[config.mk]
export PLATFORM = sky130hd
export DESIGN_NAME = fcba_ctrl
export DESIGN_NICKNAME = d
export VERILOG_FILES = /design/src/rtl/core/fcba_pkg.sv /design/src/rtl/core/fcba_ctrl.sv
export SDC_FILE = /design/constraint.sdc
export NUM_CORES = 1
export LEC_CHECK = 0
export BUFFER_PORTS_ARGS = -buffer_cell sky130_fd_sc_hd__buf_2
export CORE_ASPECT_RATIO = 0.7
export CORE_MARGIN = 2
export CORE_UTILIZATION = 35
export CTS_BUF_LIST = sky130_fd_sc_hd__clkbuf_4
export CTS_CLUSTER_SIZE = 14
export DETAILED_ROUTE_END_ITERATION = 8
export GPL_TIMING_DRIVEN = 0
export PLACE_DENSITY = 0.63
export SETUP_SLACK_MARGIN = 0.3
export SLEW_MARGIN = 15
export SYNTH_ARGS = -nofsm -noshare
export SYNTH_HDL_FRONTEND = slang
export SYNTH_SLANG_ARGS = --single-unit
export TNS_END_PERCENT = 5
[constraint.sdc]
create_clock -name clk -period 1.3 [get_ports clk]
set_input_delay 0.26 -clock clk [delete_from_list [all_inputs] [get_ports clk]]
set_output_delay 0.26 -clock clk [all_outputs]
set_load 0.02 [all_outputs]
[src/rtl/core/fcba_pkg.sv]
package fcba_pkg;

  localparam int unsigned NUM_BLOCKS  = 256;
  localparam int unsigned ENTRY_WIDTH = 16;
  localparam int unsigned ADDR_W      = $clog2(NUM_BLOCKS);
  localparam int unsigned SPAN_W      = ADDR_W + 1;

  localparam logic [ENTRY_WIDTH-1:0] MARK_FREE = 16'hFFFC;
  localparam logic [ENTRY_WIDTH-1:0] MARK_END  = 16'hFFFA;

  localparam logic [2:0] OP_LOAD   = 3'd0;
  localparam logic [2:0] OP_READ   = 3'd1;
  localparam logic [2:0] OP_ALLOC  = 3'd2;
  localparam logic [2:0] OP_FREE   = 3'd3;
  localparam logic [2:0] OP_COUNT  = 3'd4;
  localparam logic [2:0] OP_VERIFY = 3'd5;

  localparam logic [2:0] ST_OK      = 3'd0;
  localparam logic [2:0] ST_NOSPACE = 3'd1;
  localparam logic [2:0] ST_BADTYPE = 3'd2;
  localparam logic [2:0] ST_SHORT   = 3'd3;
  localparam logic [2:0] ST_CORRUPT = 3'd4;
  localparam logic [2:0] ST_EARLY   = 3'd5;
  localparam logic [2:0] ST_LONG    = 3'd6;

  localparam logic [2:0] CFG_BLOCK_COUNT   = 3'd0;
  localparam logic [2:0] CFG_HIDDEN_START  = 3'd1;
  localparam logic [2:0] CFG_HIDDEN_BLOCKS = 3'd2;
  localparam logic [2:0] CFG_DIR_START     = 3'd3;
  localparam logic [2:0] CFG_DIR_BLOCKS    = 3'd4;

  typedef enum logic [1:0] {RA_IDX, RA_CAND, RA_BLK, RA_PTR} rd_sel_t;
  typedef enum logic [1:0] {WA_IDX, WA_CUR, WA_BLK} wa_sel_t;
  typedef enum logic [1:0] {WD_EV, WD_END, WD_FREE, WD_CAND} wd_sel_t;
  typedef enum logic [1:0] {VS_ZERO, VS_RDATA, VS_CNT, VS_FIRST} val_sel_t;

  typedef struct packed {
    logic       ld_item;
    logic       rd_en;
    rd_sel_t    rd_sel;
    logic       wr_en;
    wa_sel_t    wa_sel;
    wd_sel_t    wd_sel;
    logic       ptr_inc;
    logic       ptr_start;
    logic       ptr_step;
    logic       cnt_inc;
    logic       take_first;
    logic       take_cur;
    logic       left_dec;
    logic       blk_load;
    logic       finish;
    logic [2:0] fin_status;
    val_sel_t   val_sel;
  } dp_cmd_t;

  typedef struct packed {
    logic [2:0] op;
    logic       len_zero;
    logic       cnt_short;
    logic       type_bad;
    logic       left_gt1;
    logic       left_zero;
    logic       blk_end;
    logic       blk_free;
    logic       blk_ge_lim;
    logic       scan_done;
    logic       search_done;
    logic       rd_free;
    logic       have_first;
  } dp_sts_t;

endpackage

[src/rtl/core/fcba_ctrl.sv]
module fcba_ctrl (
  input  logic              clk,
  input  logic              rst,
  input  logic              start,
  output logic              busy,
  input  fcba_pkg::dp_sts_t sts,
  output fcba_pkg::dp_cmd_t cmd
);
  import fcba_pkg::*;

  typedef enum logic [3:0] {
    S_IDLE, S_DISPATCH, S_READ_WAIT, S_CNT_RD, S_CNT_CHK, S_SRCH_RD, S_SRCH_CHK,
    S_LINK, S_FREE_CHK, S_FREE_WR, S_VER_CHK, S_VER_WAIT
  } state_t;

  state_t state, state_next;

  always_comb begin
    cmd        = '0;
    state_next = state;
    unique case (state)
      S_IDLE: begin
        if (start) begin
          cmd.ld_item = 1'b1;
          state_next  = S_DISPATCH;
        end
      end
      S_DISPATCH: begin
        unique case (sts.op)
          OP_LOAD: begin
            cmd.wr_en  = 1'b1;
            cmd.wa_sel = WA_IDX;
            cmd.wd_sel = WD_EV;
            cmd.finish = 1'b1;
            state_next = S_IDLE;
          end
          OP_READ: begin
            cmd.rd_en  = 1'b1;
            cmd.rd_sel = RA_IDX;
            state_next = S_READ_WAIT;
          end
          OP_ALLOC: begin
            if (sts.len_zero) begin
              cmd.finish     = 1'b1;
              cmd.fin_status = ST_SHORT;
              state_next     = S_IDLE;
            end else begin
              state_next = S_CNT_RD;
            end
          end
          OP_COUNT:  state_next = S_CNT_RD;
          OP_FREE:   state_next = S_FREE_CHK;
          OP_VERIFY: state_next = S_VER_CHK;
          default: begin
            cmd.finish = 1'b1;
            state_next = S_IDLE;
          end
        endcase
      end
      S_READ_WAIT: begin
        cmd.finish  = 1'b1;
        cmd.val_sel = VS_RDATA;
        state_next  = S_IDLE;
      end
      S_CNT_RD: begin
        if (sts.scan_done) begin
          if (sts.op == OP_COUNT) begin
            cmd.finish  = 1'b1;
            cmd.val_sel = VS_CNT;
            state_next  = S_IDLE;
          end else if (sts.cnt_short) begin
            cmd.finish     = 1'b1;
            cmd.fin_status = ST_NOSPACE;
            state_next     = S_IDLE;
          end else if (sts.type_bad) begin
            cmd.finish     = 1'b1;
            cmd.fin_status = ST_BADTYPE;
            state_next     = S_IDLE;
          end else begin
            cmd.ptr_start = 1'b1;
            state_next    = S_SRCH_RD;
          end
        end else begin
          // count pass walks upward from entry 0 whatever the file type
          cmd.rd_en  = 1'b1;
          cmd.rd_sel = RA_PTR;
          state_next = S_CNT_CHK;
        end
      end
      S_CNT_CHK: begin
        cmd.cnt_inc = sts.rd_free;
        cmd.ptr_inc = 1'b1;
        state_next  = S_CNT_RD;
      end
      S_SRCH_RD: begin
        if (sts.search_done) begin
          cmd.finish     = 1'b1;
          cmd.fin_status = ST_NOSPACE;
          cmd.val_sel    = VS_FIRST;
          state_next     = S_IDLE;
        end else begin
          cmd.rd_en  = 1'b1;
          cmd.rd_sel = RA_CAND;
          state_next = S_SRCH_CHK;
        end
      end
      S_SRCH_CHK: begin
        if (sts.rd_free) begin
          cmd.take_cur = 1'b1;
          if (!sts.have_first) begin
            cmd.take_first = 1'b1;
          end else begin
            // link the previous block to the one just found
            cmd.wr_en    = 1'b1;
            cmd.wa_sel   = WA_CUR;
            cmd.wd_sel   = WD_CAND;
            cmd.left_dec = 1'b1;
          end
          state_next = S_LINK;
        end else begin
          cmd.ptr_step = 1'b1;
          state_next   = S_SRCH_RD;
        end
      end
      S_LINK: begin
        cmd.wr_en  = 1'b1;
        cmd.wa_sel = WA_CUR;
        cmd.wd_sel = WD_END;
        if (sts.left_gt1) begin
          cmd.ptr_start = 1'b1;
          state_next    = S_SRCH_RD;
        end else begin
          cmd.finish  = 1'b1;
          cmd.val_sel = VS_FIRST;
          state_next  = S_IDLE;
        end
      end
      S_FREE_CHK: begin
        if (sts.blk_end) begin
          cmd.finish = 1'b1;
          state_next = S_IDLE;
        end else if (sts.blk_free || sts.blk_ge_lim) begin
          cmd.finish     = 1'b1;
          cmd.fin_status = ST_CORRUPT;
          state_next     = S_IDLE;
        end else begin
          cmd.rd_en  = 1'b1;
          cmd.rd_sel = RA_BLK;
          state_next = S_FREE_WR;
        end
      end
      S_FREE_WR: begin
        cmd.wr_en    = 1'b1;
        cmd.wa_sel   = WA_BLK;
        cmd.wd_sel   = WD_FREE;
        cmd.blk_load = 1'b1;
        state_next   = S_FREE_CHK;
      end
      S_VER_CHK: begin
        if (sts.left_zero) begin
          cmd.finish     = 1'b1;
          cmd.fin_status = sts.blk_end ? ST_OK : ST_LONG;
          state_next     = S_IDLE;
        end else if (sts.blk_end || sts.blk_free) begin
          cmd.finish     = 1'b1;
          cmd.fin_status = ST_EARLY;
          state_next     = S_IDLE;
        end else if (sts.blk_ge_lim) begin
          cmd.finish     = 1'b1;
          cmd.fin_status = ST_CORRUPT;
          state_next     = S_IDLE;
        end else begin
          cmd.rd_en  = 1'b1;
          cmd.rd_sel = RA_BLK;
          state_next = S_VER_WAIT;
        end
      end
      S_VER_WAIT: begin
        cmd.blk_load = 1'b1;
        cmd.left_dec = 1'b1;
        state_next   = S_VER_CHK;
      end
      default: state_next = S_IDLE;
    endcase
  end

  always_ff @(posedge clk) begin
    if (rst) begin
      state <= S_IDLE;
      busy  <= 1'b0;
    end else begin
      state <= state_next;
      busy  <= (state_next != S_IDLE);
    end
  end

endmodule

### Word level (Yosys, flattened, before mapping)

Index checks and enable logic that the tools add are counted.

| operators by class | value |
|---|---|
| eq/ne operators | 16 |
| muxes and demuxes | 69 |
| reduce and logical (&&, ||, !) cells | 7 |

Operator list:

| cell | count |
|---|---|
| 4-bit two-way mux | 16 |
| 3-bit two-way mux | 16 |
| 4-bit one-hot mux with 11 select lines | 1 |
| 3-bit one-hot mux with 5 select lines | 2 |
| 4-bit one-hot mux with 5 select lines | 1 |
| 5-bit one-hot mux with 4 select lines | 1 |
| 1-bit two-way mux | 17 |
| 4-bit by 3-bit equality test with 1-bit output, second input constant | 4 |
| 4-bit equality test, second input constant | 4 |
| 5-bit two-way mux | 3 |
| 6-bit two-way mux | 2 |
| 2-bit two-way mux | 5 |
| 4-bit by 2-bit equality test with 1-bit output, second input constant | 2 |
| 2-bit one-hot mux with 4 select lines | 1 |
| 1-bit one-hot mux with 7 select lines | 1 |
| 3-bit by 2-bit equality test with 1-bit output, second input constant | 2 |
| 3-bit equality test, second input constant | 2 |
| 1-bit one-hot mux with 2 select lines | 3 |
| 4-bit by 1-bit equality test with 1-bit output, second input constant | 1 |
| 4-bit logical NOT | 1 |
| 4-bit nonzero test | 1 |
| 4-bit OR reduction | 1 |
| 3-bit by 1-bit equality test with 1-bit output, second input constant | 1 |
| 3-bit logical NOT | 1 |
| other kinds (2) | 3 |

| storage, ports and cells | value |
|---|---|
| register bits | 5 |
| bits of input ports | 18 |
| output and inout bits | 24 |
| word-level logic and storage cells | 94 |

### Longest topological paths before layout

Gate-level depths: netlist of the first run.

| depth | value |
|---|---|
| depth after elaboration | 6 |
| gate-level depth with buffers | 7 |
| mapped depth without buffers | 5 |

### Worst setup path before layout of the first run

No wires, ideal clock.

| timing | value |
|---|---|
| kind | reg-to-output |
| start | register state[0] |
| end | output port cmd[18] in the netlist's numbering |
| arrival | 1639 ps |
| required time | 1040 ps |
| slack | -599 ps |
| cell stages (with the launch flop) | 6 |
| cell sequence | dfxtp_1 > buf_2 > clkbuf_1 > a21oi_1 > nor3_1 > a211o_1 |

RTL lines:

| item | RTL line | source |
|---|---|---|
| start: declaration | fcba_ctrl.sv:16 | `state_t state, state_next;` |
| start signal: assignment | fcba_ctrl.sv:192 | `state <= state_next;` |
| end: declaration | fcba_ctrl.sv:7 | `output fcba_pkg::dp_cmd_t cmd` |

==> results of run 1 <==
state kept, by name (all words and copies together), names as in the netlist:
name   cells
state      4
busy       1
cells by family (layout without fill, tap and decap cells):
group	after synthesis	in the layout	synth area share [%]
AO/OA/AOI/OAI	31	31	27.1
flip-flops	5	5	12.4
buffers and inverters	13	57	8.37
XOR/XNOR	2	2	2.17
AND/OR/NAND/NOR	72	72	49.9
worst max path at each step:
stage | cells past startpoint | startpoint | slack (ps) | end
after global routing | 5 | state[1]$_SDFF_PP0_ | -720 | cmd[5]
after CTS | 5 | state[1]$_SDFF_PP0_ | -650 | cmd[5]
final | 5 | state[1]$_SDFF_PP0_ | -650 | cmd[5]
after floorplan | 6 | state[1]$_SDFF_PP0_ | -200 | cmd[21]
after global placement | 7 | state[1]$_SDFF_PP0_ | -640 | cmd[3]
after detailed placement | 7 | state[1]$_SDFF_PP0_ | -610 | cmd[3]
synth_stat cells, drive strengths merged, types with 4 or more instances:
| cell type | count |
|---|---|
| nand2b | 5 |
| buf | 8 |
| nand3 | 5 |
| nor2 | 16 |
| nor3b | 4 |
| nor3 | 11 |
| inv | 4 |
| nand2 | 10 |
| nor2b | 8 |
| a21oi | 9 |
| o21ai | 6 |
| dfxtp | 5 |
per-layer routing:
layer / share of wire (%) / routed length (µm) / track usage (%) / up-vias
li1: - / - / - / 543
met1: 49 / 1340 / 30.9 / 500
met2: 44 / 1200 / 31.9 / 49
met3: 7.3 / 201 / 4.68 / 2
met4: 0.22 / 6 / 1.28 / 0
met5: 0 / 0 / 0 / -
through the flow:
step | setup TNS (ps) | hold slack (ps) | setup slack, ps | instances
floorplan | -2470 | 505 | -202 | 123
global placement | -6970 | 625 | -644 | 194
detailed placement | -6880 | 617 | -613 | 194
CTS | -10280 | 357 | -647 | 198
global route | -12380 | 345 | -721 | 199
finish | -10250 | 332 | -654 | 199
cells in the final DEF, fill, tap and decap left out, types with 3 or more instances in the layout:
master / instances
nor3b_2: 3
nand2_1: 7
buf_4: 7
nand3_2: 3
nor3_1: 7
nand2b_1: 4
inv_1: 4
o21ai_0: 3
a21oi_1: 6
buf_6: 10
nor2b_1: 4
nor2_2: 4
clkbuf_4: 5
nand2_2: 3
nor2b_4: 4
nor2_1: 12
a31oi_1: 3
buf_2: 29
worst max-delay path, delay by kind of cell (launching register included):
family | cells | cell delay, ps
buffers and inverters | 2 | 300
and+or+nand+nor | 1 | 320
DFF | 1 | 300
AOI/OAI and AO/OA | 2 | 520
cell type report:
cell class                      instances  area, µm²
Timing Repair Buffer                   40        253
Inverter                                4       15.0
Multi-Input combinational cell        105        816
Sequential cell                         5        109
Clock buffer                            4       30.0
Fill cell                             217        816
Tap cell                               32       40.0
Buffer                                  9       93.8
power groups by stage:
stage / combinational (mW) / sequential, mW / clock [mW]
5_1_grt: 0.306 / 0.165 / 0.220
2_1_floorplan: 0.157 / 0.173 / 0
6_report: 0.282 / 0.165 / 0.198
4_1_cts: 0.258 / 0.166 / 0.208
3_5_place_dp: 0.247 / 0.169 / 0
3_3_place_gp: 0.246 / 0.169 / 0
repair_timing:
| item | 4_1_cts | 5_1_grt |
|---|---|---|
| buffers inserted | 0 | 1 |
| setup endpoints to repair | 28 | 28 |
| resized for setup | 27 | 25 |
| pin swaps | 7 | 4 |
==> flow_metrics.env, run 1 <==
export IMPL_gp_congestion=0.887
export IMPL_drt_iter0_markers=39
export IMPL_power_leakage_nw=0.604
export IMPL_fin_crit_sh_pct=150
export IMPL_end_kind="output port"
export IMPL_cts_max_level=1
export IMPL_fin_util_pct=62.4
export IMPL_die_x_um=61.4
export IMPL_cpMaxStageDelayCell="a2111oi_4"
export IMPL_crit_path_max_fanout=8
export IMPL_switchingPower_uw=230
export IMPL_crit_type="register to output port"
export IMPL_comb_power_share_pct=43.7
export IMPL_start_util_pct=37.2
export IMPL_skew_ps=2.28
export IMPL_yosysUniqueCellTypes=40
export IMPL_cp_start_kind="register"
export IMPL_cts_hold_buf=0
export IMPL_clkPwrFrac_pct=30.7
export IMPL_cts_made_buffers=3
export IMPL_sw_frac_of_total_pct=35.7
export IMPL_die_h_um=44.2
export IMPL_fmax_mhz=512
export IMPL_n_antenna_cell=0
export IMPL_grt_pass1_vias=923
export IMPL_drive_above_1_share_pct=56.3
export IMPL_synth_seq_area_share_pct=12.4
export IMPL_hold_depth=4
export IMPL_rsz0062_at_grt="true"
export IMPL_synth_area_top_cells="dfxtp_1 (12%), nor2_1 (7.4%), nor2b_1 (6.2%), nor3_1 (6.2%), a21oi_1 (5.0%)"
export IMPL_final_max_slew_violation_count=0
export IMPL_crit_path_max_incr_delay_ps=390
export IMPL_async_reset_ff_share_pct=0
export IMPL_synth_seq_cells=5
export IMPL_syn_instance_count=123
export IMPL_grt_usage_pct=20.7
export IMPL_synth_area_um2=807
export IMPL_via_per_inst=5.50
export IMPL_vdd_drop_max_v=0.000288
export IMPL_rr_endpoint="busy$_SDFF_PP0_"
export IMPL_antenna_found_initial=0
export IMPL_seqPwrFrac_pct=25.6
export IMPL_failed_checks="negative setup slack"
export IMPL_min_delay_path_class="primary input to register"
export IMPL_hold_viol_final=0
export IMPL_worstHoldStart="rst"
export IMPL_max_slew_worst_pin_slew_ps=524
export IMPL_nets=186
export IMPL_fin_total_pwr_uw=645
export IMPL_finalCriticalPeriod_ps=1950
export IMPL_r2r_start="state[1]$_SDFF_PP0_"
export IMPL_yosys_area_top_type="dfxtp_1"
export IMPL_clockBufferDepth=2
export IMPL_whs_endpoint="state[0]$_SDFF_PP0_"
export IMPL_cts_tree="built"
export IMPL_vias=1094
export IMPL_wl_per_cell_um=13.8
export IMPL_synth_top_area_share_pct=12.4
export IMPL_worstSkewPairLatency_ps=240
export IMPL_dp_hpwl_mm=2.07
export IMPL_cp_data_arrival_time_ps=1690
export IMPL_synthToLayoutAreaGrowth_pct=68.1
export IMPL_drtPass1Iterations=4
export IMPL_clkSlewWorstSetupHoldPaths_ps=40
export IMPL_wl_mm=2.74
export IMPL_power_density_nw_per_um2=476
export IMPL_reg2reg_setup_slack_ps=-240
export IMPL_grt_pass1_wl_mm=4.20
export IMPL_drc=0
export IMPL_critical_path_required_ps=1040
export IMPL_io_pins=42
export IMPL_clock_root_buffer="clkbuf_4"
export IMPL_avgSynthCellArea_um2=6.56
export IMPL_synth_warnings=0
export IMPL_max_cap_viol_count=0
export IMPL_status="finished, violations left"
export IMPL_cts_sinks=5
export IMPL_slew_headroom_pct=64.6
export IMPL_die_area_um2=2710
export IMPL_finalSetupViolCount=28
export IMPL_synth_edff_count=0
export IMPL_synth_fp_nets=141
export IMPL_synthFlopType="dfxtp_1"
export IMPL_grt_max_degree=11
export IMPL_core_area_um2=2170
export IMPL_p_int_uw=415
export IMPL_path_cells="buf_6 -> a2111oi_4 -> o32ai_1 -> or3_4 -> buf_2"
export IMPL_placementRows=14
export IMPL_antenna_left=0
export IMPL_reg2reg_depth=7
export IMPL_overflow=0
export IMPL_io_buffers=39
export IMPL_fin_area_um2=1360
export IMPL_dpl_cell_area_um2=1150
export IMPL_worst_slack_ps=-654
Note: power is estimated with default switching activity, not from simulation.
==> run 2, diff against run 1 <==
--- a/config.mk
+++ b/config.mk
@@ -5,7 +5,7 @@
 export SDC_FILE = /design/constraint.sdc
 export NUM_CORES = 1
 export LEC_CHECK = 0
-export BUFFER_PORTS_ARGS = -buffer_cell sky130_fd_sc_hd__buf_2
+export BUFFER_PORTS_ARGS = -buffer_cell sky130_fd_sc_hd__clkbuf_2
 export CORE_ASPECT_RATIO = 0.7
 export CORE_MARGIN = 2
 export CORE_UTILIZATION = 35
==> run 2 against run 1 <==
  * Count of clock-buffer cells in the layout did not move
  * Global-route usage rose by 1.9 points
  * Total power rose by 6.9%
  * Final cell count rose by 2.5%
  * First-iteration DRC count rose by 64%
  * Sequential share of layout area fell by 0.54 points
  * Worst hold slack barely moved
  * Core utilization rose by 5.3 points
  * Register-to-register slack barely moved
  * Non-clock buffer count rose by 5
  * Maximum frequency barely moved
  * The flow still finishes with violations (negative setup slack)
  * Design area rose by 8.5%
==> flow_metrics.env, run 2 (same netlist as run 1, synthesis figures left out) <==
export IMPL_failed_checks="negative setup slack"
export IMPL_tns_ps=-10690
export IMPL_cpLargestDelayFamily="compound AO/OA/AOI/OAI gates"
export IMPL_path_cells="buf_6 -> a2111oi_4 -> o32ai_1 -> or3_4 -> clkbuf_2"
export IMPL_placementRows=14
export IMPL_rr_endpoint="busy$_SDFF_PP0_"
export IMPL_final_common_cell="clkbuf_2"
export IMPL_io_buffers=39
export IMPL_slew_headroom_pct=71.1
export IMPL_critical_path_required_ps=1040
export IMPL_max_slew_worst_pin_slew_ps=431
export IMPL_n_antenna_cell=0
export IMPL_wl_mm=3.03
export IMPL_cpMaxStageDelayCell="a2111oi_4"
export IMPL_worstSkewPairLatency_ps=250
export IMPL_vdd_drop_max_v=0.000221
export IMPL_fin_crit_sh_pct=150
export IMPL_synthToLayoutAreaGrowth_pct=82.3
export IMPL_wl_per_cell_um=14.9
export IMPL_cts_max_level=1
export IMPL_cts_tree="built"
export IMPL_overflow=0
export IMPL_clock_root_buffer="clkbuf_4"
export IMPL_antenna_found_initial=0
export IMPL_die_h_um=44.2
export IMPL_topRoutingLayerUsed="met4"
export IMPL_rsz0062_at_grt="true"
export IMPL_antenna_left=0
export IMPL_io_pins=42
export IMPL_cts_sinks=5
export IMPL_max_cap_viol_count=0
export IMPL_worstHoldStart="rst"
export IMPL_fmax_mhz=512
export IMPL_clockBufferDepth=2
export IMPL_status="finished, violations left"
export IMPL_die_x_um=61.4
export IMPL_end_kind="output port"
export IMPL_largest_reg_flops=4
export IMPL_nets=191
export IMPL_crit_type="register to output port"
export IMPL_die_area_um2=2710
export IMPL_worstSetupPathDepth=5
export IMPL_worst_path_buf_inv=2
export IMPL_vias=1150
export IMPL_dp_slack_ps=-640
export IMPL_via_per_inst=5.64
export IMPL_cp_data_arrival_time_ps=1690
export IMPL_drive_above_1_share_pct=59.9
export IMPL_power_leakage_nw=0.637
export IMPL_worst_slack_ps=-654
export IMPL_crit_path_max_fanout=7
export IMPL_drt_iter0_markers=64
export IMPL_reg_largest_list="state: 4 flops, busy: 1 flops"
export IMPL_cts_hold_buf=0
export IMPL_top_register="state"
export IMPL_dp_hpwl_mm=2.19
export IMPL_wl_met3_um=216
export IMPL_layout_common_cells="clkbuf_2 (23), nor2_1 (12), buf_4 (11)"
export IMPL_r2r_start="state[1]$_SDFF_PP0_"
export IMPL_cts_made_buffers=3
export IMPL_reg2reg_setup_slack_ps=-240
export IMPL_grt_pass1_wl_mm=4.56
export IMPL_grt_pass1_vias=1025
export IMPL_final_max_slew_violation_count=0
export IMPL_cp_start_kind="register"
export IMPL_gp_congestion=0.887
export IMPL_crit_path_max_incr_delay_ps=380
export IMPL_whs_endpoint="state[3]$_SDFF_PP0_"
export IMPL_nFillCells=204
export IMPL_finalCriticalPeriod_ps=1950
export IMPL_power_density_nw_per_um2=469
export IMPL_reg2reg_depth=7
export IMPL_wl_met1_mm=1.40
export IMPL_drc=0
export IMPL_wl_met2_mm=1.36
export IMPL_grt_usage_pct=22.5
export IMPL_finalSetupViolCount=28
export IMPL_skew_ps=4.42
export IMPL_clkSlewWorstSetupHoldPaths_ps=50
export IMPL_min_delay_path_class="primary input to register"
export IMPL_hold_viol_final=0
export IMPL_start_util_pct=37.2
export IMPL_hold_depth=4
export IMPL_core_area_um2=2170
export IMPL_drtPass1Iterations=4
export IMPL_grt_max_degree=11
==> run 2: cell count changes in the layout (fill, tap and decap cells not counted), moves of 3 or more <==
cell | previous run | this run
buf_4 | 7 | 11
clkbuf_8 | 1 | 5
clkbuf_2 | 0 | 23
nor3_2 | 2 | 5
buf_2 | 29 | 3
==> run 2: repair_timing <==
action,4_1_cts,5_1_grt
resized for setup,47,28
endpoints found under the setup margin,28,28
pin swaps,9,5
setup buffers,4,2
==> run 2: routing by layer <==
layer  vias up  global-route usage (%)
met3         4                    3.22
met2        59                    36.0
met5         -                       0
li1        544                       -
met4         0                    7.23
met1       543                    31.3
==> run 2: how the worst max path moves through the flow <==
stage | startpoint | end | slack (ps)
6_report | state[1]$_SDFF_PP0_ | cmd[5] | -650
5_1_grt | state[1]$_SDFF_PP0_ | cmd[3] | -720
4_1_cts | state[1]$_SDFF_PP0_ | cmd[5] | -660
3_5_place_dp | state[1]$_SDFF_PP0_ | cmd[3] | -640
3_3_place_gp | state[1]$_SDFF_PP0_ | cmd[3] | -650
2_1_floorplan | state[1]$_SDFF_PP0_ | cmd[21] | -200
==> run 2: power by group <==
group	leakage, nW	switching [mW]	internal (mW)	total, mW
registers	0.0433	0.00545	0.160	0.165
clock network	0.0184	0.0701	0.137	0.207
logic	0.576	0.178	0.139	0.317
==> run 2: area by class of cell <==
cell class	instances	area (µm²)	area share, %
Multi-Input combinational cell	105	841	57.1
Timing Repair Buffer	45	325	22.1
Sequential cell	5	110	7.48
Buffer	9	110	7.48
Tap cell	32	40.0	2.72
Clock buffer	4	30.0	2.04
Inverter	4	15.0	1.02
==> run 2: tightest hold or removal path, cell delays in order <==
cell      delay [ps]
clkbuf_2          80
a21oi_1           40
o31ai_2          110
nor2b_2           50
==> run 2: metrics by stage <==
step	cells	total power, mW	hold WS [ps]	area (µm²)	utilization, %
floorplan	123	0.330	505	917	-
global placement	194	0.415	626	1150	53.1
detailed placement	194	0.419	632	1150	53.1
CTS	202	0.678	374	1390	64.2
global route	204	0.729	341	1470	67.7
finish	204	0.690	332	1470	67.7
==> run 3, diff against run 2 <==
--- a/config.mk
+++ b/config.mk
@@ -5,6 +5,7 @@
 export SDC_FILE = /design/constraint.sdc
 export NUM_CORES = 1
 export LEC_CHECK = 0
+export ABC_AREA = 1
 export BUFFER_PORTS_ARGS = -buffer_cell sky130_fd_sc_hd__clkbuf_2
 export CORE_ASPECT_RATIO = 0.7
 export CORE_MARGIN = 2
@@ -13,7 +14,7 @@
 export CTS_CLUSTER_SIZE = 14
 export DETAILED_ROUTE_END_ITERATION = 8
 export GPL_TIMING_DRIVEN = 0
-export PLACE_DENSITY = 0.63
+export PLACE_DENSITY = 0.64
 export SETUP_SLACK_MARGIN = 0.3
 export SLEW_MARGIN = 15
 export SYNTH_ARGS = -nofsm -noshare
==> run 3 against run 2 <==
  * Worst hold slack worse by 110 ps
  * Via count is 9.0% lower
  * Critical endpoint is now cmd[18]
  * Largest cell class unchanged
  * The flow still finishes with violations (negative setup slack)
  * Sequential power is 3% higher
  * Critical path type unchanged
==> flow_metrics.env, run 3 <==
export IMPL_status="finished, violations left"
export IMPL_failed_checks="negative setup slack"
export IMPL_top_register="state"
export IMPL_hold_slack_ps=220
export IMPL_overflow=0
export IMPL_grt_max_degree=8
export IMPL_cts_tree="built"
export IMPL_reg_largest_list="state: 4 flops, busy: 1 flops"
export IMPL_synthToLayoutAreaGrowth_pct=65.2
export IMPL_grt_pass1_wl_mm=3.91
export IMPL_vias=1046
export IMPL_clock_root_buffer="clkbuf_4"
export IMPL_worst_path_buf_inv=2
export IMPL_wl_mm=2.43
export IMPL_final_common_cell="nand2_1"
export IMPL_tns_ps=-7620
export IMPL_slew_headroom_pct=83.9
export IMPL_cpMaxStageDelayCell="dfxtp_4"
export IMPL_cpLargestDelayFamily="simple AND/OR/NAND/NOR gates"
export IMPL_path_cells="inv_2 -> nor2_4 -> nand2_4 -> nor2_4 -> nand2_2 -> o21ai_4 -> nand3b_1 -> clkbuf_8"
export IMPL_antenna_found_initial=0
export IMPL_end_kind="output port"
export IMPL_hold_viol_final=0
export IMPL_synth_most_common_cell="nand2_1"
export IMPL_synth_seq_cells=5
export IMPL_async_reset_ff_share_pct=0
export IMPL_via_per_inst=4.87
export IMPL_synthFlopType="dfxtp_1"
export IMPL_die_x_um=60.3
export IMPL_fin_crit_sh_pct=137
export IMPL_cts_made_buffers=3
export IMPL_dp_hpwl_mm=2.00
export IMPL_placementRows=14
export IMPL_finalSetupViolCount=23
export IMPL_syn_instance_count=135
export IMPL_cp_data_arrival_time_ps=1520
export IMPL_vdd_drop_max_v=0.000400
export IMPL_yosysUniqueCellTypes=24
export IMPL_synth_edff_count=0
export IMPL_clockBufferDepth=2
export IMPL_cp_start_kind="register"
export IMPL_start_util_pct=36.6
export IMPL_drt_iter0_markers=23
export IMPL_antenna_left=0
export IMPL_final_max_slew_violation_count=0
export IMPL_power_density_nw_per_um2=449
export IMPL_clkSlewWorstSetupHoldPaths_ps=40
export IMPL_min_delay_path_class="primary input to register"
export IMPL_gp_congestion=0.876
export IMPL_synth_seq_area_share_pct=12.9
export IMPL_io_buffers=41
export IMPL_crit_type="register to output port"
export IMPL_synth_area_um2=776
export IMPL_worstSkewPairLatency_ps=240
export IMPL_synth_warnings=0
export IMPL_max_slew_worst_pin_slew_ps=238
export IMPL_synth_top_area_share_pct=15.0
export IMPL_critical_path_required_ps=1040
export IMPL_cts_max_level=1
export IMPL_die_area_um2=2620
export IMPL_skew_ps=1.89
export IMPL_worst_slack_ps=-476
export IMPL_crit_path_max_fanout=7
export IMPL_grt_pass1_vias=904
export IMPL_n_antenna_cell=0
export IMPL_crit_path_max_incr_delay_ps=380
export IMPL_fmax_mhz=563
export IMPL_power_leakage_nw=0.685
export IMPL_die_h_um=43.4
export IMPL_wl_per_cell_um=11.3
export IMPL_max_cap_viol_count=0
export IMPL_drtPass1Iterations=4
export IMPL_layout_common_cells="nand2_1 (29), clkbuf_2 (18), inv_1 (16)"
export IMPL_core_area_um2=2120
export IMPL_synth_fp_nets=153
export IMPL_drc=0
export IMPL_fin_total_pwr_uw=576
export IMPL_yosys_area_top_type="nand2_1"
export IMPL_synth_area_top_cells="nand2_1 (15%), dfxtp_1 (13%), nor2_4 (10%), inv_1 (9.7%), nor2_1 (7.3%)"
export IMPL_cts_sinks=5
export IMPL_avgSynthCellArea_um2=5.75
export IMPL_io_pins=42
export IMPL_crit_top_cell="nor2_4"
export IMPL_largest_reg_flops=4
export IMPL_nets=202
export IMPL_drive_above_1_share_pct=52.5
export IMPL_rsz0062_at_grt="true"
export IMPL_finalCriticalPeriod_ps=1780
export IMPL_grt_usage_pct=19.5
export IMPL_synth_commonest_cells="nand2_1 (31), inv_1 (20), nor2_1 (15), nand3_1 (10)"
[run 3: layer usage]
layer	up-vias	track usage, %	wire (µm)
met5	-	0	0
met4	0	0	0
met3	0	3.88	150
met2	44	32.4	1130
met1	465	27.9	1150
li1	537	-	-
[run 3: logic make-up after synthesis]
logic type	synth area share, %
compound gates	17.1
buf+inv	13.1
simple gates	55.8
flops	12.9
xor+xnor	1.13
[run 3: worst reg2reg max path: stages (launching register included)]
cell     delay (ps)
dfxtp_4         380
inv_2            50
nor2_4          210
nand2_4         100
nor2_4          110
buf_4           130
nor3_2           40
nand3_1          70
nand2_1          70
nand2_1          60
[run 3: metrics by stage]
stage / util (%) / setup slack [ps] / area [µm²] / instances
floorplan: - / -286 / 803 / 135
global placement: 49.5 / -435 / 1050 / 208
detailed placement: 49.5 / -469 / 1050 / 208
CTS: 58.6 / -467 / 1240 / 215
global route: 60.4 / -555 / 1280 / 215
finish: 60.4 / -476 / 1280 / 215
[run 3: power breakdown]
group	total (mW)	switching, mW	internal [mW]
registers	0.170	0.0124	0.157
logic	0.210	0.134	0.0757
clock network	0.196	0.0596	0.137
[run 3: path summary, 6_finish.rpt]
| path | from | to | slack (ps) | cells past startpoint |
|---|---|---|---|---|
| max | state[2]$_SDFF_PP0_ | cmd[18] | -480 | 8 |
| min reg2reg | state[2]$_SDFF_PP0_ | state[0]$_SDFF_PP0_ | 770 | 4 |
| min | rst | state[3]$_SDFF_PP0_ | 220 | 2 |
| max reg2reg | state[2]$_SDFF_PP0_ | busy$_SDFF_PP0_ | 10 | 9 |
[run 3: what timing repair did]
action / 4_1_cts / 5_1_grt
endpoints found under the setup margin: 28 / 28
hold buffers: 0 / 0
gates resized for setup: 44 / 24
buffers inserted: 3 / 0
pin swaps: 6 / 4
[run 3: final cells by class]
cell class | instances | area, µm²
fillers | 209 | 838
multi-input cells | 104 | 664
repair buffers | 44 | 325
flip-flops and latches | 5 | 115
inverters | 25 | 98.8
well taps | 32 | 40.0
clock buffers | 4 | 30.0
plain buffers | 1 | 7.51
